==> src/rtl/kmsd_pkg.sv <==
// ----------------------------------------------------------------------------
// kmsd_pkg
// Shared constants, types and stream field layout of the key matrix scanner.
// ----------------------------------------------------------------------------
package kmsd_pkg;

  // Matrix geometry (per half)
  localparam int ROWS = 4;
  localparam int COLS = 8;

  // Key numbering: left keys, then right keys, then the boot key
  localparam int NKEYS    = 2 * ROWS * COLS + 1;
  localparam int BOOT_KEY = 2 * ROWS * COLS;
  localparam int KEY_W    = $clog2(NKEYS);
  localparam int ROW_W    = $clog2(ROWS);
  localparam int ACT_W    = 2 * ROWS;
  localparam int NSLOT    = 2 * COLS + 1;
  localparam int SLOT_W   = $clog2(NSLOT + 1);

  // Field widths
  localparam int LCOLS_W  = 9;
  localparam int RPORT_W  = 8;
  localparam int TIME_W   = 32;
  localparam int SPACE_W  = 8;
  localparam int OKEY_W   = 7;
  localparam int NROW_W   = 2;
  localparam int OACT_W   = 8;
  localparam int CFG_IDX_W = 8;
  localparam int BOOT_BIT = 8;

  // Input tdata layout
  localparam int IN_LCOLS_LSB = 0;
  localparam int IN_RPORT_LSB = IN_LCOLS_LSB + LCOLS_W;
  localparam int IN_TIME_LSB  = IN_RPORT_LSB + RPORT_W;
  localparam int IN_SPACE_LSB = IN_TIME_LSB + TIME_W;
  localparam int IN_DATA_W    = 64;

  // Output tdata layout
  localparam int OUT_KEY_LSB  = 0;
  localparam int OUT_TIME_LSB = OUT_KEY_LSB + OKEY_W;
  localparam int OUT_NROW_LSB = OUT_TIME_LSB + TIME_W;
  localparam int OUT_LED_LSB  = OUT_NROW_LSB + NROW_W;
  localparam int OUT_ACT_LSB  = OUT_LED_LSB + 1;
  localparam int OUT_DATA_W   = 56;

  // Configuration register indexes
  localparam logic [CFG_IDX_W-1:0] REG_LEFT_PRESENT  = 8'd0;
  localparam logic [CFG_IDX_W-1:0] REG_RIGHT_PRESENT = 8'd1;

  // History entry bits
  localparam int HIST_ON      = 0;
  localparam int HIST_PRESSED = 1;

  typedef enum logic [1:0] {
    KIND_PRESS   = 2'd0,
    KIND_RELEASE = 2'd1,
    KIND_STATUS  = 2'd2
  } kind_t;

  typedef enum logic [1:0] {
    ST_IDLE,
    ST_SCAN,
    ST_STATUS
  } state_t;

  // Write request into the key history memory
  typedef struct packed {
    logic             en;
    logic [KEY_W-1:0] addr;
    logic [1:0]       data;
  } hist_wr_t;

endpackage

==> src/rtl/key_matrix_scan_debounce.sv <==
// ----------------------------------------------------------------------------
// key_matrix_scan_debounce
// Scan tick handler for a split key matrix: debounces the current row of both
// halves (and the boot key on the last row), emits press/release events and a status.
// ----------------------------------------------------------------------------
// Pipeline: slots pass through the history memory read register and the
//   debounce stage to the output register; the status item follows the
//   last slot of the tick.
// Throughput: one key slot per cycle through the history memory read port
//   while m_tready does not stall the output register, 16 slots per tick
//   (17 on the last row). A skipped tick (queue nearly full) is accepted
//   without a scan.
// Reset: synchronous; clears row counter, activity flags and history.
module key_matrix_scan_debounce
  import kmsd_pkg::*;
(
  input  logic                   clk,
  input  logic                   rst,
  // Tick input: left_columns, right_port, timestamp, queue_space (LSB up)
  input  logic                   s_tvalid,
  output logic                   s_tready,
  input  logic [IN_DATA_W-1:0]   s_tdata,
  // Results: key_index, event_time, scan_row, right_led, row_activity
  output logic                   m_tvalid,
  input  logic                   m_tready,
  output logic [OUT_DATA_W-1:0]  m_tdata,
  output logic [1:0]             m_tuser,   // kind
  output logic                   m_tlast,   // last
  // Configuration writes
  input  logic                   cfg_valid,
  output logic                   cfg_ready,
  input  logic [CFG_IDX_W-1:0]   cfg_index,
  input  logic [31:0]            cfg_data
);

  // Slot helpers: slot s covers column s/2, right half when s is odd,
  // the boot key at slot 2*COLS
  function automatic logic [31:0] slot_pos(logic [SLOT_W-1:0] s, logic [ROW_W-1:0] r);
    return 32'(r) * 32'(COLS) + 32'(s >> 1);
  endfunction

  function automatic logic slot_is_boot(logic [SLOT_W-1:0] s);
    return s == SLOT_W'(2 * COLS);
  endfunction

  function automatic logic [KEY_W-1:0] slot_key(logic [SLOT_W-1:0] s,
                                                logic [ROW_W-1:0] r);
    logic [31:0] p;
    p = slot_pos(s, r);
    if (slot_is_boot(s)) return KEY_W'(BOOT_KEY);
    else if (s[0])       return KEY_W'(ROWS * COLS) + KEY_W'(p);
    else                 return KEY_W'(p);
  endfunction

  function automatic logic slot_present(logic [SLOT_W-1:0] s, logic [ROW_W-1:0] r,
                                        logic [31:0] lm, logic [31:0] rm);
    logic [31:0] p;
    p = slot_pos(s, r);
    if (slot_is_boot(s)) return 1'b1;
    else if (p >= 32'd32) return 1'b0;
    else if (s[0]) return rm[p[4:0]];
    else return lm[p[4:0]];
  endfunction

  function automatic logic slot_on(logic [SLOT_W-1:0] s, logic [LCOLS_W-1:0] lc,
                                   logic [RPORT_W-1:0] rp);
    logic [31:0] c;
    c = 32'(s >> 1);
    if (slot_is_boot(s)) return lc[BOOT_BIT];
    else if (c >= 32'd8) return 1'b0;
    else if (s[0]) return rp[3'(c[2:0] + 3'd1)];
    else return lc[c[2:0]];
  endfunction

  // Configuration and persistent state
  logic [31:0]       left_key_present;
  logic [31:0]       right_key_present;
  logic [ROW_W-1:0]  row_counter;
  logic [ACT_W-1:0]  activity_flags;

  // Tick context
  logic [LCOLS_W-1:0] t_lcols;
  logic [RPORT_W-1:0] t_rport;
  logic [TIME_W-1:0]  t_time;
  logic [ROW_W-1:0]   t_cur;
  logic [ROW_W-1:0]   t_nxt;
  logic               t_led;

  // Slot pipeline
  state_t            state, state_next;
  logic [SLOT_W-1:0] issue_slot;
  logic              s2_valid;
  logic [SLOT_W-1:0] s2_slot;

  // Output register
  logic              o_valid;
  kind_t             o_kind;
  logic [OKEY_W-1:0] o_key;
  logic [TIME_W-1:0] o_time;
  logic [NROW_W-1:0] o_nrow;
  logic              o_led;
  logic [OACT_W-1:0] o_act;
  logic              o_last;

  // Combinational
  logic [LCOLS_W-1:0] in_lcols;
  logic [RPORT_W-1:0] in_rport;
  logic [TIME_W-1:0]  in_time;
  logic [SPACE_W-1:0] in_space;
  logic               space_ok;
  logic [ROW_W-1:0]   row_next;
  logic [SLOT_W-1:0]  nslots;
  logic [KEY_W-1:0]   s2_key;
  logic               s2_present;
  logic               s2_on;
  logic               s2_boot;
  logic [1:0]         hist_old;
  logic [1:0]         hist_now;
  logic               s2_press;
  logic               s2_release;
  logic               s2_emit;
  logic               out_free;
  logic               s2_done;
  logic               advance;
  logic [ACT_W-1:0]   act_bit;
  logic [ACT_W-1:0]   act_clr;
  logic               tick_start;
  logic               issue;
  logic               commit;
  logic               load_ev;
  logic               load_st;
  hist_wr_t           hist_wr;

  // Input field unpacking
  assign in_lcols = s_tdata[IN_LCOLS_LSB +: LCOLS_W];
  assign in_rport = s_tdata[IN_RPORT_LSB +: RPORT_W];
  assign in_time  = s_tdata[IN_TIME_LSB +: TIME_W];
  assign in_space = s_tdata[IN_SPACE_LSB +: SPACE_W];
  assign space_ok = in_space >= SPACE_W'(COLS);

  // Row sequencing and slot count of the running tick
  assign row_next = (row_counter == ROW_W'(ROWS - 1)) ? '0 : row_counter + ROW_W'(1);
  assign nslots   = (t_cur == ROW_W'(ROWS - 1)) ? SLOT_W'(2 * COLS + 1)
                                                : SLOT_W'(2 * COLS);
  assign act_clr  = (ACT_W'(1) << row_counter) | (ACT_W'(1) << (32'(row_counter) + 32'(ROWS)));

  // Debounce stage: history entry from memory, sample from the tick
  assign s2_key     = slot_key(s2_slot, t_cur);
  assign s2_present = slot_present(s2_slot, t_cur, left_key_present, right_key_present);
  assign s2_on      = slot_on(s2_slot, t_lcols, t_rport);
  assign s2_boot    = slot_is_boot(s2_slot);
  assign hist_now   = {hist_old[HIST_ON] & s2_on, s2_on};
  assign s2_press   = !hist_old[HIST_PRESSED] && hist_now[HIST_PRESSED];
  assign s2_release = hist_old[HIST_PRESSED] && !hist_now[HIST_PRESSED];
  assign s2_emit    = s2_valid && s2_present && (s2_press || s2_release);
  assign out_free   = !o_valid || m_tready;
  assign s2_done    = !s2_emit || out_free;
  assign advance    = !s2_valid || s2_done;
  assign act_bit    = (s2_slot[0] && !s2_boot)
                    ? (ACT_W'(1) << (32'(t_cur) + 32'(ROWS)))
                    : (ACT_W'(1) << t_cur);

  // History memory
  assign hist_wr.en   = commit;
  assign hist_wr.addr = s2_key;
  assign hist_wr.data = hist_now;

  kmsd_hist_mem u_hist (
    .clk     (clk),
    .rst     (rst),
    .rd_en   (issue),
    .rd_addr (slot_key(issue_slot, t_cur)),
    .rd_data (hist_old),
    .wr      (hist_wr)
  );

  // Next state
  always_comb begin
    state_next = state;
    case (state)
      ST_IDLE: begin
        if (s_tvalid && space_ok) state_next = ST_SCAN;
      end
      ST_SCAN: begin
        if (advance && issue_slot == nslots) state_next = ST_STATUS;
      end
      ST_STATUS: begin
        if (out_free) state_next = ST_IDLE;
      end
      default: state_next = ST_IDLE;
    endcase
  end

  // Control outputs per state
  always_comb begin
    s_tready   = 1'b0;
    tick_start = 1'b0;
    issue      = 1'b0;
    commit     = 1'b0;
    load_ev    = 1'b0;
    load_st    = 1'b0;
    case (state)
      ST_IDLE: begin
        s_tready   = !rst;
        tick_start = s_tvalid && space_ok;
      end
      ST_SCAN: begin
        issue   = advance && (issue_slot < nslots);
        commit  = s2_valid && s2_present && s2_done;
        load_ev = s2_emit && out_free;
      end
      ST_STATUS: begin
        load_st = out_free;
      end
      default: ;
    endcase
  end

  assign cfg_ready = !rst;

  // Control registers
  always_ff @(posedge clk) begin
    if (rst) begin
      state             <= ST_IDLE;
      row_counter       <= '0;
      activity_flags    <= '0;
      issue_slot        <= '0;
      s2_valid          <= 1'b0;
      o_valid           <= 1'b0;
      left_key_present  <= '1;
      right_key_present <= '1;
    end else begin
      state <= state_next;

      // Configuration transaction
      if (cfg_valid) begin
        case (cfg_index)
          REG_LEFT_PRESENT:  left_key_present  <= cfg_data;
          REG_RIGHT_PRESENT: right_key_present <= cfg_data;
          default: ;
        endcase
      end

      // Tick start: advance row, clear this row's flags
      if (tick_start) begin
        row_counter    <= row_next;
        activity_flags <= activity_flags & ~act_clr;
        issue_slot     <= '0;
        s2_valid       <= 1'b0;
      end

      // Slot pipeline
      if (state == ST_SCAN) begin
        if (commit && hist_now[HIST_PRESSED]) begin
          activity_flags <= activity_flags | act_bit;
        end
        if (advance) begin
          s2_valid <= issue;
        end
        if (issue) begin
          issue_slot <= issue_slot + SLOT_W'(1);
        end
      end

      // Output register valid
      if (load_ev || load_st) begin
        o_valid <= 1'b1;
      end else if (m_tready) begin
        o_valid <= 1'b0;
      end
    end
  end

  // Payload registers
  always_ff @(posedge clk) begin
    if (tick_start) begin
      t_lcols <= in_lcols;
      t_rport <= in_rport;
      t_time  <= in_time;
      t_cur   <= row_counter;
      t_nxt   <= row_next;
      t_led   <= |activity_flags[ACT_W-1:ROWS];
    end
    if (issue) begin
      s2_slot <= issue_slot;
    end
    if (load_ev) begin
      o_kind <= s2_press ? KIND_PRESS : KIND_RELEASE;
      o_key  <= OKEY_W'(s2_key);
      o_time <= t_time;
      o_nrow <= NROW_W'(t_nxt);
      o_led  <= t_led;
      o_act  <= '0;
      o_last <= 1'b0;
    end else if (load_st) begin
      o_kind <= KIND_STATUS;
      o_key  <= '0;
      o_time <= t_time;
      o_nrow <= NROW_W'(t_nxt);
      o_led  <= t_led;
      o_act  <= OACT_W'(activity_flags);
      o_last <= 1'b1;
    end
  end

  // Result packing
  always_comb begin
    m_tdata = '0;
    m_tdata[OUT_KEY_LSB +: OKEY_W]  = o_key;
    m_tdata[OUT_TIME_LSB +: TIME_W] = o_time;
    m_tdata[OUT_NROW_LSB +: NROW_W] = o_nrow;
    m_tdata[OUT_LED_LSB]            = o_led;
    m_tdata[OUT_ACT_LSB +: OACT_W]  = o_act;
  end

  assign m_tvalid = o_valid;
  assign m_tuser  = o_kind;
  assign m_tlast  = o_last;

endmodule

==> src/rtl/kmsd_hist_mem.sv <==
// ----------------------------------------------------------------------------
// kmsd_hist_mem
// Key history store: one 2-bit entry per key, registered read, one write
// port. Per-entry valid bits make unwritten entries read as zero after reset.
// ----------------------------------------------------------------------------
module kmsd_hist_mem
  import kmsd_pkg::*;
(
  input  logic             clk,
  input  logic             rst,
  input  logic             rd_en,
  input  logic [KEY_W-1:0] rd_addr,
  output logic [1:0]       rd_data,
  input  hist_wr_t         wr
);

  logic [1:0]       mem [NKEYS];
  logic [NKEYS-1:0] vld;
  logic [1:0]       rd_raw;
  logic             rd_vld;

  // Storage array and registered read
  always_ff @(posedge clk) begin
    if (wr.en) begin
      mem[wr.addr] <= wr.data;
    end
    if (rd_en) begin
      rd_raw <= mem[rd_addr];
    end
  end

  // Valid bits, cleared by reset
  always_ff @(posedge clk) begin
    if (rst) begin
      vld    <= '0;
      rd_vld <= 1'b0;
    end else begin
      if (wr.en) begin
        vld[wr.addr] <= 1'b1;
      end
      if (rd_en) begin
        rd_vld <= vld[rd_addr];
      end
    end
  end

  assign rd_data = rd_vld ? rd_raw : 2'b00;

endmodule

==> config.mk <==
export PLATFORM = sky130hd
export DESIGN_NAME = key_matrix_scan_debounce
export DESIGN_NICKNAME = d
export VERILOG_FILES = /design/src/rtl/kmsd_pkg.sv /design/src/rtl/key_matrix_scan_debounce.sv /design/src/rtl/kmsd_hist_mem.sv
export SDC_FILE = /design/constraint.sdc
export NUM_CORES = 1
export LEC_CHECK = 0
export ABC_AREA = 0
export BUFFER_PORTS_ARGS = -buffer_cell sky130_fd_sc_hd__buf_2
export CELL_PAD_IN_SITES_DETAIL_PLACEMENT = 1
export CELL_PAD_IN_SITES_GLOBAL_PLACEMENT = 1
export CORE_MARGIN = 1
export CORE_UTILIZATION = 52
export DETAILED_ROUTE_END_ITERATION = 16
export GPL_ROUTABILITY_DRIVEN = 0
export PLACE_DENSITY = 0.86
export SLEW_MARGIN = 25
export SYNTH_ARGS = -nofsm -noshare
export SYNTH_HDL_FRONTEND = slang
export SYNTH_SLANG_ARGS = --single-unit
==> constraint.sdc <==
create_clock -name clk -period 10.2 [get_ports clk]
set_clock_uncertainty 0.15 [all_clocks]
set_input_delay 0 -clock clk [delete_from_list [all_inputs] [get_ports clk]]
set_output_delay 0 -clock clk [all_outputs]
set_load 0.005 [all_outputs]
== Word level (Yosys, flattened, before mapping) ==
Memory sizes are Yosys's and may differ from the RTL's. A register that Yosys moved wholly into a read port is not among the register bits.
Index checks and enable logic that the tools add are counted.
Word-level totals
  memory bits (writable): 130
  memories: 1
  register bits after elaboration: 261
  output and inout port bits: 62
Memories
  u_hist.mem: depth 65, width 2, read ports 1, clocked after memory_dff 1, write ports 1, RTL line kmsd_hist_mem.sv:17  | logic [1:0] mem [NKEYS];
Cells by class
  reduce and logical (&&, ||, !) cells: 32
  mux-type cells: 60
  shifts and indexed selects: 4
  bitwise operators: 6
  equal/unequal tests: 11
  $lt $le $gt $ge: 10
  $add $sub $neg: 9
Operators by type and width (number)
  $or A65 B65 Y65: 1
  $mux W32: 2
  $mux W7: 6
  $mux W8: 4
  $mux W1: 29
  $mux W2: 9
  $lt A7 B8 Y1 const B: 2
  $or A8 B8 Y8: 2
  $shl A1 B2 Y8 const A: 2
  $shl A1 B4 Y8 const A: 2
  $mux W5: 3
  $add A5 B4 Y6: 2
  $logic_and A1 B1 Y1: 12
  $bmux W1 S5: 2
  $eq A5 B5 Y1 const B: 2
  $add A2 B3 Y4 const B: 2
  $and A8 B8 Y8: 1
  $eq A8 B1 Y1 const B: 1
  $ge A8 B4 Y1 const B: 1
  $logic_not A8 Y1: 1
  $not A8 Y8: 1
  $add A6 B6 Y7 const A: 1
  $add A6 B7 Y7 const A: 1
  $bmux W1 S7: 1
  other kinds (25): 42

== Depth between registers and ports, before layout ==
Gate-level depths: netlist of the first run.
  word-level depth: 18
  mapped depth: 17
  mapped depth without buffers: 14

== Modules after synthesis ==
From an unflattened synthesis of the first run, not the netlist that was laid out.
Second synthesis, totals
  cells, all modules: 1196
  area total of the unflattened synthesis: 15949.0 µm²
By module, submodules not included
  kmsd_hist_mem: area an instance 8170.3 µm², cells each 575, instances 1
  key_matrix_scan_debounce: area an instance 7778.7 µm², cells each 621, instances 1

== Worst setup path after synthesis of the first run ==
Ideal clock, no wire load.
  path kind: reg-to-reg
  start point: register s2_slot[2]
  end point: register o_kind[0], in the netlist m_tuser[0] (enable)
  cell stages (with the launch flop): 15
  library setup time: 409 ps
  data required time: 9641 ps
  data arrival time: 4881 ps
  setup slack: 4760 ps
  cell sequence: edfxtp_1 -> buf_4 -> buf_2 -> nor3_2 -> nand3_1 -> o21ai_0 -> o21ai_1 -> inv_1 -> nand3_1 -> inv_1 -> ha_1 -> nor2b_1 -> o2111a_1 -> inv_2 -> nand2b_1
On the way
  word-level cells in the longest chain between the ends: 14
  elaborated cells between the ends (all ways): 29
  classes of those cells: add/sub: 2; order compare: 2; eq/ne: 1; mux: 15; bitwise: 1; reduce/logical: 8
Ends and longest elaborated chain
  start, declared: RTL line key_matrix_scan_debounce.sv:93  | logic [SLOT_W-1:0] s2_slot;
  start signal, assigned: RTL line key_matrix_scan_debounce.sv:285  | s2_slot <= issue_slot;
  $add A3 B1 Y3: RTL line key_matrix_scan_debounce.sv:71  | else if (s[0]) return rp[3'(c[2:0] + 3'd1)];
  $bmux W1 S3: RTL line key_matrix_scan_debounce.sv:71
  $mux W1 (not written as such): RTL line key_matrix_scan_debounce.sv:71
  $mux W1: RTL line key_matrix_scan_debounce.sv:71
  $mux W1: RTL line key_matrix_scan_debounce.sv:70  | else if (c >= 32'd8) return 1'b0;
  $mux W1 *: RTL line key_matrix_scan_debounce.sv:69  | if (slot_is_boot(s)) return lc[BOOT_BIT];
  via hist_now[0]: RTL line key_matrix_scan_debounce.sv:118  | logic [1:0] hist_now;
  $and A1 B1 Y1 *: RTL line key_matrix_scan_debounce.sv:152  | assign hist_now = {hist_old[HIST_ON] & s2_on, s2_on};
  via hist_now[1]: RTL line key_matrix_scan_debounce.sv:118
  $logic_not A1 Y1: RTL line key_matrix_scan_debounce.sv:154  | assign s2_release = hist_old[HIST_PRESSED] && !hist_now[HIST_PRESSED];
  $logic_and A1 B1 Y1: RTL line key_matrix_scan_debounce.sv:154
  $logic_or A1 B1 Y1 *: RTL line key_matrix_scan_debounce.sv:155  | assign s2_emit = s2_valid && s2_present && (s2_press || s2_release);
  $logic_and A1 B1 Y1 *: RTL line key_matrix_scan_debounce.sv:155
  $logic_and A1 B1 Y1 *: RTL line key_matrix_scan_debounce.sv:210  | load_ev = s2_emit && out_free;
  $mux W1 *: RTL line key_matrix_scan_debounce.sv:202  | case (state)
  $reduce_bool A2 Y1 (no line) *
  end signal, assigned: RTL line key_matrix_scan_debounce.sv:288  | o_kind <= s2_press ? KIND_PRESS : KIND_RELEASE;
  end, declared: RTL line key_matrix_scan_debounce.sv:97  | kind_t o_kind;
Mark *: on every way through the listed nets, which the timed path passes. The rest lies on a longest branch. The select of a mux whose other input is x is not followed.
A chain may end at the register's enable or synchronous reset.

== Worst setup path in the final report of the first run ==
  start point: register s2_slot[1]
  end point: memory u_hist.mem[11][1] (enable)
On the way
  word-level cells in the longest chain between the ends: 17
  elaborated cells between the ends (all ways): 35
  classes of those cells: add/sub: 3; order compare: 2; eq/ne: 1; mux: 19; bitwise: 1; reduce/logical: 9
Ends and longest elaborated chain
  $add A3 B1 Y3: RTL line key_matrix_scan_debounce.sv:71
  $bmux W1 S3: RTL line key_matrix_scan_debounce.sv:71
  $mux W1 (not written as such): RTL line key_matrix_scan_debounce.sv:71
  $mux W1: RTL line key_matrix_scan_debounce.sv:71
  $mux W1: RTL line key_matrix_scan_debounce.sv:70
  $mux W1 *: RTL line key_matrix_scan_debounce.sv:69
  via hist_now[0]: RTL line key_matrix_scan_debounce.sv:118
  $and A1 B1 Y1 *: RTL line key_matrix_scan_debounce.sv:152
  via hist_now[1]: RTL line key_matrix_scan_debounce.sv:118
  (+2 left out)
  $logic_or A1 B1 Y1 *: RTL line key_matrix_scan_debounce.sv:155
  $logic_and A1 B1 Y1 *: RTL line key_matrix_scan_debounce.sv:155
  $logic_not A1 Y1 *: RTL line key_matrix_scan_debounce.sv:157  | assign s2_done = !s2_emit || out_free;
  $logic_or A1 B1 Y1 *: RTL line key_matrix_scan_debounce.sv:157
  $logic_and A1 B1 Y1 *: RTL line key_matrix_scan_debounce.sv:209  | commit = s2_valid && s2_present && s2_done;
  $mux W1 *: RTL line key_matrix_scan_debounce.sv:202
  $mux W1 *: RTL line kmsd_hist_mem.sv:24  | if (wr.en) begin
  $mux W1 (not written as such) *: RTL line kmsd_hist_mem.sv:25  | mem[wr.addr] <= wr.data;
  end, declared: RTL line kmsd_hist_mem.sv:17
Marked as above.

==> impl_metrics.tcl, run 1 <==
set metrics [dict create \
    run_status "completed" \
    layout-drive-gt1-share_pct 19.62 \
    dp.cells 1704 \
    fillCellCount 2946 \
    crit_fanout 66 \
    finalMaxSlewViolations 0 \
    tightest_slew_ps 1011 \
    grt_max_degree 76 \
    worst_ep_required_time_ps 10260 \
    ys_types 74 \
    synth-seq-cells 393 \
    synth_edf_count 235 \
    clockBufferDepth 3 \
    relSlewSlack_pct 32.14 \
    rr_worst_depth 16 \
    hold_buffers 86 \
    hold_violations 0 \
    detail_route.wl_per_cell_microns 27.12 \
    r2r-start "s2_slot[1]" \
    clock_latency_ps 540 \
    die_x_microns 177.2 \
    postCtsSetupBuffers 0 \
    root_buffer "clkbuf_16" \
    place.detailed.hpwl_microns 26960 \
    ant_nets 0 \
    syn_to_final_growth_pct 20.01 \
    hold_slack_ps 39.02 \
    track_usage_pct 33.10 \
    netlist_instances 1229 \
    maxCapViolations 0 \
    power.leakage_nw 6.995 \
    num_vias 11850 \
    start_kind "flop" \
    grt_pass1_wl_microns 77640 \
    cts_num_sinks 393 \
    layout_worst_path_cycle_share_pct 61.93 \
    synth_area_per_cell_sq_um 12.99 \
    peakVddDrop_v 0.0001421 \
    cts_buffers 42 \
    crit_slowest_cell "edfxtp_1" \
    synthArstFlopShare_pct 0 \
    power_density_nw_per_um2 180.7 \
    hold_path_end "t_time[16]" \
    num_rows 63 \
    setup_tns_ps 0 \
    htreeDepth 2 \
    grt_pass1_vias 12790 \
    hold_start "s_tdata[33]" \
    worstSetupPathType "flop to flop" \
    antenna_found_initial 1 \
    holdPathStages 2 \
    synth_top_area_cell "edfxtp_1" \
    wirelength_microns 50690 \
    cts_resized 0 \
    crit_arrival_ps 6380 \
    die_h_microns 177.2 \
    cts_tree "built" \
    core_sq_um 29950 \
    initial_core_util_pct 53.31 \
    drtIter0Drc 1136 \
    fin_cells 1869 \
    ioPinCount 171 \
    yosysMostFrequentCell "edfxtp_1" \
    fmax_ghz 0.1583 \
    yosys-top-cells-area "edfxtp_1 (44%), dfxtp_1 (20%), mux2i_1 (5.9%), mux4_2 (5.8%), nand2_1 (3.5%)" \
    drc 0 \
    synth_top_area_share_pct 44.19 \
    syn_area_sq_um 15970 \
    final_core_util_pct 63.98 \
    synth_ff_type "edfxtp_1" \
    ys_warn_count 0 \
    overflow 0 \
    viasPerCell 6.341 \
    rsz0062_at_grt "no" \
    drt_pass1_iterations 6 \
    final_nets 1568 \
    ys_seq_area_share_pct 64.00 \
    hold_class "input pin to flop" \
    io_buffers 154 \
    path_clk_slew_ps 60 \
    regToRegEndpoint "u_hist.mem[11][1]" \
    synthTopCellsByCount "edfxtp_1 (235), dfxtp_1 (158), nand2_1 (150)" \
    die-area_sq_um 31410 \
    path_cells "ha_1, mux4_2, mux2i_1, o21ai_0, o21ai_1, inv_1, buf_4, nand3_1, inv_1, buf_4, ha_1, o211a_1, nand2_1, a211oi_1, nand2_1, nor2_1" \
    min_period_ps 6316 \
    crit_path_max_incr_delay_ps 990 \
    rrSetupSlack_ps 3880 \
    setup_viol 0 \
    cp-end-kind "flop" \
]
==> critical path: cells and delay by family, from the launching register on <==
| kind | cells | cell delay, ps |
|---|---|---|
| and+or+nand+nor | 4 | 1370 |
| buffers and inverters | 4 | 1240 |
| muxes | 2 | 340 |
| DFF | 1 | 990 |
| AOI/OAI and AO/OA | 4 | 1130 |
| adders and majority gates | 2 | 720 |
==> stage by stage <==
stage	power [mW]	setup WS (ps)	instance area, sq um
3_3_place_gp	1.907	4411	16930
4_1_cts	3.436	4020	19150
3_5_place_dp	1.917	4124	16930
2_1_floorplan	1.850	4760	15990
6_report	3.462	3884	19160
5_1_grt	3.540	3563	19160
==> final cells by class <==
type / instances / area [sq um] / area share, %
Timing Repair Buffer: 251 / 1714 / 8.944
Antenna cell: 1 / 2.502 / 0.01306
Clock inverter: 17 / 135.1 / 0.7051
Clock buffer: 61 / 1226 / 6.398
Multi-Input combinational cell: 727 / 5268 / 27.49
Tap cell: 390 / 488.0 / 2.546
Sequential cell: 393 / 10220 / 53.33
Inverter: 29 / 110.1 / 0.5745
==> cells in the final DEF (no fill, tap or decap), drive strengths merged, types with 12 or more instances in the layout <==
cell type    synthesis  layout
a21oi               17      17
nor2b               12      12
clkinv               2      14
edfxtp             235     235
buf                 36     165
inv                 27      28
nor2               103     103
o21ai               19      19
mux2i               94      94
nor3                14      14
ha                  15      15
mux4                41      41
o2bb2ai             45      45
nand2b              13      13
nand3               54      54
nand2              150     150
dlygate4sd3          0      86
a22oi               14      14
clkbuf              49      61
dfxtp              158     158
o22ai               16      16
==> report_power, final <==
group	switching, mW	internal (mW)	leakage, nW
sequential	0.0177	1.71	3.55
combinational	0.128	0.0727	2.78
clock	0.648	0.887	0.661
total	0.794	2.67	7.00
==> kinds of logic after synthesis <==
logic type,count (synthesis),synth area share (%)
other,1,0.02348
flip-flops,393,64.00
adder cells (fa/ha/maj),15,1.175
XOR/XNOR,1,0.05486
multiplexers,139,11.96
AO/OA/AOI/OAI,176,8.493
AND/OR/NAND/NOR,390,11.04
buffers and inverters,114,3.259
==> flip-flops by register name, indices dropped and copies added (netlist names), 5 cells and up <==
name,count
o_time,32
t_time,32
right_key_present,32
t_rport,8
u_hist.vld,65
t_lcols,9
issue_slot,5
o_act,8
o_key,7
s2_slot,5
left_key_present,32
activity_flags,8
u_hist.mem,130
==> worst max-delay path by stage <==
stage,startpoint,end,depth (start not counted),slack (ps)
2_1_floorplan,s2_slot[2],m_tuser[0],14,4760
3_3_place_gp,s2_slot[2],o_time[6],16,4410
3_5_place_dp,s2_slot[2],o_time[6],16,4120
4_1_cts,s2_slot[2],o_time[10],16,4020
5_1_grt,s2_slot[1],u_hist.mem[11][0],16,3560
6_report,s2_slot[1],u_hist.mem[11][1],16,3880
==> per-layer routing <==
layer	vias up	wire (microns)	track usage, %
met5	-	0	0
met4	0	2057	14.19
met3	172	3824	5.799
met2	740	25910	58.12
met1	5947	18890	39.86
li1	4993	-	-
No activity file was read; power rests on OpenSTA's default activity.
==> run 2, diff against run 1 <==
--- a/config.mk
+++ b/config.mk
@@ -10,10 +10,10 @@
 export CELL_PAD_IN_SITES_DETAIL_PLACEMENT = 1
 export CELL_PAD_IN_SITES_GLOBAL_PLACEMENT = 1
 export CORE_MARGIN = 1
-export CORE_UTILIZATION = 52
+export CORE_UTILIZATION = 43
 export DETAILED_ROUTE_END_ITERATION = 16
 export GPL_ROUTABILITY_DRIVEN = 0
-export PLACE_DENSITY = 0.86
+export PLACE_DENSITY = 0.76
 export SLEW_MARGIN = 25
 export SYNTH_ARGS = -nofsm -noshare
 export SYNTH_HDL_FRONTEND = slang
==> constraint.sdc (replaced) <==
create_clock -name clk -period 5.8 [get_ports clk]
set_clock_uncertainty 0.15 [all_clocks]
set_input_delay 0 -clock clk [delete_from_list [all_inputs] [get_ports clk]]
set_output_delay 0 -clock clk [all_outputs]
set_load 0.005 [all_outputs]
==> impl_metrics.tcl, run 2 (synthesis gave the netlist of run 1 again) <==
set metrics [dict create \
    worst_ep_required_time_ps 5880 \
    clockBufferDepth 3 \
    pwr-share-comb_pct 5.6 \
    wirelength_microns 44480 \
    r2r-start "s2_slot[1]" \
    die_h_microns 194.7 \
    grt_max_degree 66 \
    cts_tree "built" \
    layout_worst_path_cycle_share_pct 88.60 \
    start_kind "flop" \
    seq_area_sq_um 10220 \
    cp-end-kind "flop" \
    die_x_microns 194.7 \
    syn_to_final_growth_pct 21.15 \
    p_sw_mw 1.351 \
    antennaDiodeCount 0 \
    htreeDepth 2 \
    tightest_slew_ps 1001 \
    largest_reg_flops 130 \
    setup_viol 0 \
    path_clk_slew_ps 60 \
    num_vias 11080 \
    cts_buffers 42 \
    crit_arrival_ps 5220 \
    min_period_ps 5139 \
    io_buffers 154 \
    power.leakage_nw 7.054 \
    p_clk_share_pct 44.4 \
    num_rows 70 \
    overflow 0 \
    finalMaxSlewViolations 0 \
    final_cell_mix "edfxtp_1 (235), dfxtp_1 (157), buf_2 (154)" \
    crit_fanout 19 \
    multi_input_area_sq_um 5268 \
    clock_latency_ps 550 \
    layout-drive-gt1-share_pct 20.26 \
    seqPwrFrac_pct 49.9 \
    viasPerCell 5.684 \
    worstSetupPathType "flop to flop" \
    ioPinCount 171 \
    place.detailed.hpwl_microns 27090 \
    relSlewSlack_pct 33.25 \
    root_buffer "clkbuf_16" \
    hold_violations 0 \
    run_status "completed" \
    setup_tns_ps 0 \
    grt_pass1_vias 11800 \
    fillCellCount 3727 \
    die-area_sq_um 37910 \
    grt_pass1_wl_microns 69260 \
    final_common_cell "edfxtp_1" \
    largestRegisters "u_hist.mem x130, u_hist.vld x65" \
    netSwitchingFraction_pct 22.24 \
    fmax_ghz 0.1946 \
    hold_slack_ps 19.53 \
    initial_core_util_pct 43.62 \
    peakVddDrop_v 0.0001733 \
    power_density_nw_per_um2 314.1 \
    detail_route.wl_per_cell_microns 22.82 \
    core_sq_um 36610 \
    ant_nets 0 \
    drt_pass1_iterations 5 \
    p_int_mw 4.725 \
    hold_start "s_tdata[0]" \
    antenna_found_initial 0 \
    regMostFlops "u_hist.mem" \
    drc 0 \
    final_nets 1573 \
    rsz0062_at_grt "no" \
    track_usage_pct 23.66 \
    cts_num_sinks 393 \
    drtIter0Drc 679 \
    maxCapViolations 0 \
    critical_path.startpoint "s2_slot[1]" \
    hold_class "input pin to flop" \
    postCtsSetupBuffers 0 \
]
==> run 2: area by class of cell <==
type	instances	area share, %
inverter	29	0.5691
clock buffer	62	6.500
sequential	393	52.83
clock inverter	14	0.6467
multi-input combinational	727	27.23
tap	468	3.027
timing repair buffer	256	9.197
==> run 2: critical path, stage by stage (launching register included) <==
cell and delay [ps]:
edfxtp_1 960, ha_1 400, mux4_2 310, mux2i_1 160, o21ai_0 120, o21ai_1 120, inv_1 100, nand3_1 150
inv_1 90, ha_1 350, o211a_1 440, nand3_1 190, nor2_1 260, nand3_1 590, nor2_1 410
==> run 2: per-stage QoR <==
stage	worst slack [ps]	std cells	power [mW]	area (sq um)	utilization (%)
2_1_floorplan	360.2	1234	3.253	15990	-
3_3_place_gp	1016	1786	3.363	17080	46.66
3_5_place_dp	748.0	1786	3.377	17090	46.67
4_1_cts	771.1	1949	6.094	19340	52.82
5_1_grt	371.3	1949	6.246	19350	52.84
6_report	661.1	1949	6.076	19350	52.84
==> run 2: repair_timing <==
| action | 4_1_cts | 5_1_grt |
|---|---|---|
| hold buffers | 87 | 0 |
| gates resized for setup | 0 | 0 |
| endpoints found under the hold margin | 136 | 0 |
==> run 2: final timing paths <==
path         slack, ps                 to  cells past startpoint
min                 20         t_lcols[0]                      2
max                660  u_hist.mem[50][0]                     14
min reg2reg        270         o_time[28]                      0
max reg2reg        660  u_hist.mem[50][0]                     14
==> run 2: power groups by stage <==
stage,clock (mW),combinational [mW],sequential (mW)
6_report,2.70,0.342,3.03
5_1_grt,2.84,0.366,3.04
4_1_cts,2.73,0.334,3.03
3_5_place_dp,0,0.285,3.09
3_3_place_gp,0,0.276,3.09
2_1_floorplan,0,0.176,3.08
==> run 2: metal layers <==
layer | share of wire (%) | global-route usage (%)
met2 | 50 | 41.55
met1 | 41 | 28.86
met5 | 0 | 0
met4 | 3.4 | 8.995
met3 | 5.7 | 4.286
==> run 3, diff against run 2 <==
--- a/config.mk
+++ b/config.mk
@@ -14,6 +14,7 @@
 export DETAILED_ROUTE_END_ITERATION = 16
 export GPL_ROUTABILITY_DRIVEN = 0
 export PLACE_DENSITY = 0.76
+export RECOVER_POWER = 25
 export SLEW_MARGIN = 25
 export SYNTH_ARGS = -nofsm -noshare
 export SYNTH_HDL_FRONTEND = slang
==> impl_metrics.tcl, run 3 (synthesis gave the netlist of run 1 again) <==
set metrics [dict create \
    run_status "finished, violations left" \
    violations "capacitance limit, slew limit" \
    worst_ep_required_time_ps 5870 \
    clockBufferDepth 3 \
    htreeDepth 2 \
    largestRegisters "u_hist.mem x130, u_hist.vld x65" \
    p_sw_mw 1.352 \
    drtIter0Drc 678 \
    track_usage_pct 23.66 \
    overflow 0 \
    final_nets 1573 \
    netSwitchingFraction_pct 22.24 \
    num_rows 70 \
    cts_num_sinks 393 \
    hold_class "input pin to flop" \
    rsz0062_at_grt "no" \
    wirelength_microns 44530 \
    regToRegEndpoint "u_hist.mem[57][1]" \
    initial_core_util_pct 43.62 \
    p_int_mw 4.726 \
    power_density_nw_per_um2 315.4 \
    setup_tns_ps 0 \
    layout_worst_path_cycle_share_pct 88.32 \
    tightest_slew_ps 3415 \
    cts_resized 0 \
    num_vias 11060 \
    detail_route.wl_per_cell_microns 22.85 \
    seqPwrFrac_pct 50.0 \
    crit_top_cell "nand3_1" \
    crit_family "simple AND/OR/NAND/NOR gates" \
    regMostFlops "u_hist.mem" \
    antennaDiodeCount 0 \
    maxCapViolations 4 \
    crit_path_max_incr_delay_ps 960 \
    drc 0 \
    grt_pass1_vias 11800 \
    hold_violations 0 \
    path_cells "ha_1, mux4_2, mux2i_1, o21ai_0, o21ai_1, inv_1, nand3_1, inv_1, ha_1, o211a_1, nand3_1, nor2_1, nand3_1, nor2_1" \
    die_h_microns 194.7 \
    core_sq_um 36610 \
    min_period_ps 5123 \
    path_depth 14 \
    fmax_ghz 0.1952 \
    cp-end-kind "flop" \
    setup_viol 0 \
    pwr-share-comb_pct 5.6 \
    ant_nets 0 \
    fin_total_pwr_mw 6.077 \
    clock_latency_ps 550 \
    r2r-start "s2_slot[1]" \
    rr_worst_depth 14 \
    io_buffers 154 \
    worstSetupPathType "flop to flop" \
    syn_to_final_growth_pct 20.65 \
    path_clk_slew_ps 70 \
    die-area_sq_um 37910 \
    crit_arrival_ps 5190 \
    root_buffer "clkbuf_16" \
    hold_slack_ps 18.41 \
    critical_path.startpoint "s2_slot[1]" \
    die_x_microns 194.7 \
    crit_slowest_cell "edfxtp_1" \
    antenna_found_initial 0 \
    grt_max_degree 66 \
    holdPathStages 2 \
    crit_path_end "u_hist.mem[57][1]" \
    place.detailed.hpwl_microns 27090 \
    rrSetupSlack_ps 680 \
    final_core_util_pct 52.63 \
    p_clk_share_pct 44.4 \
    layout-drive-gt1-share_pct 16.54 \
    viasPerCell 5.675 \
    fin_cells 1949 \
    dp.cells 1786 \
    path_buf_inv 2 \
    largest_reg_flops 130 \
    drt_pass1_iterations 5 \
    power.leakage_nw 6.889 \
    grt_pass1_wl_microns 69260 \
    ioPinCount 171 \
    final_common_cell "edfxtp_1" \
    finalMaxSlewViolations 157 \
    peakVddDrop_v 0.0001729 \
    crit_fanout 19 \
    final_cell_mix "edfxtp_1 (235), dfxtp_1 (157), nand2_1 (149)" \
    cts_buffers 42 \
    start_kind "flop" \
    cts_tree "built" \
    relSlewSlack_pct -127.7 \
]
==> run 3: changes by cell type in the layout (fill, tap and decap cells not counted), sizes merged <==
cell / change
buf: -53
clkbuf: +53
==> run 3: metrics by stage <==
step           setup WS [ps]  instance area (sq um)
2_1_floorplan          360.2                  15990
3_3_place_gp            1016                  17080
3_5_place_dp           748.0                  17090
4_1_cts                771.1                  19340
5_1_grt                371.3                  19270
6_report               677.5                  19270
==> run 3: worst min-delay path by stage <==
stage | start | to | slack [ps]
4_1_cts | s_tdata[28] | t_time[11] | 2
6_report | s_tdata[28] | t_time[11] | 20
3_3_place_gp | s_tdata[37] | t_time[20] | 30
2_1_floorplan | s_tdata[0] | t_lcols[0] | -50
5_1_grt | s_tdata[28] | t_time[11] | 20
3_5_place_dp | s_tdata[29] | t_time[12] | 30
==> run 3: power by group through the flow <==
stage	sequential [mW]	clock, mW	combinational [mW]
final	3.04	2.70	0.340
after detailed placement	3.09	0	0.285
after global placement	3.09	0	0.276
after global routing	3.04	2.84	0.364
after floorplan	3.08	0	0.176
after CTS	3.03	2.73	0.334
==> run 3: cell type report <==
cell class	count	area, sq um
fill	3762	17340
sequential	393	10220
clock inverter	14	125.1
inverter	29	110.1
multi-input combinational	727	5268
tap	468	585.6
timing repair buffer	256	1700
clock buffer	62	1257
==> run 3: layer usage <==
metal	part of all wire (%)	up-vias	global-route usage, %	wire length, microns
li1	-	4999	-	-
met1	41	5595	28.86	18280
met2	50	373	41.55	22280
met3	5.6	94	4.286	2495
met4	3.3	0	8.995	1474
met5	0	-	0	0
==> run 3: repair_timing <==
item,4_1_cts,5_1_grt
endpoints found under the hold margin,136,0
hold buffers,87,0
buffers inserted,0,0
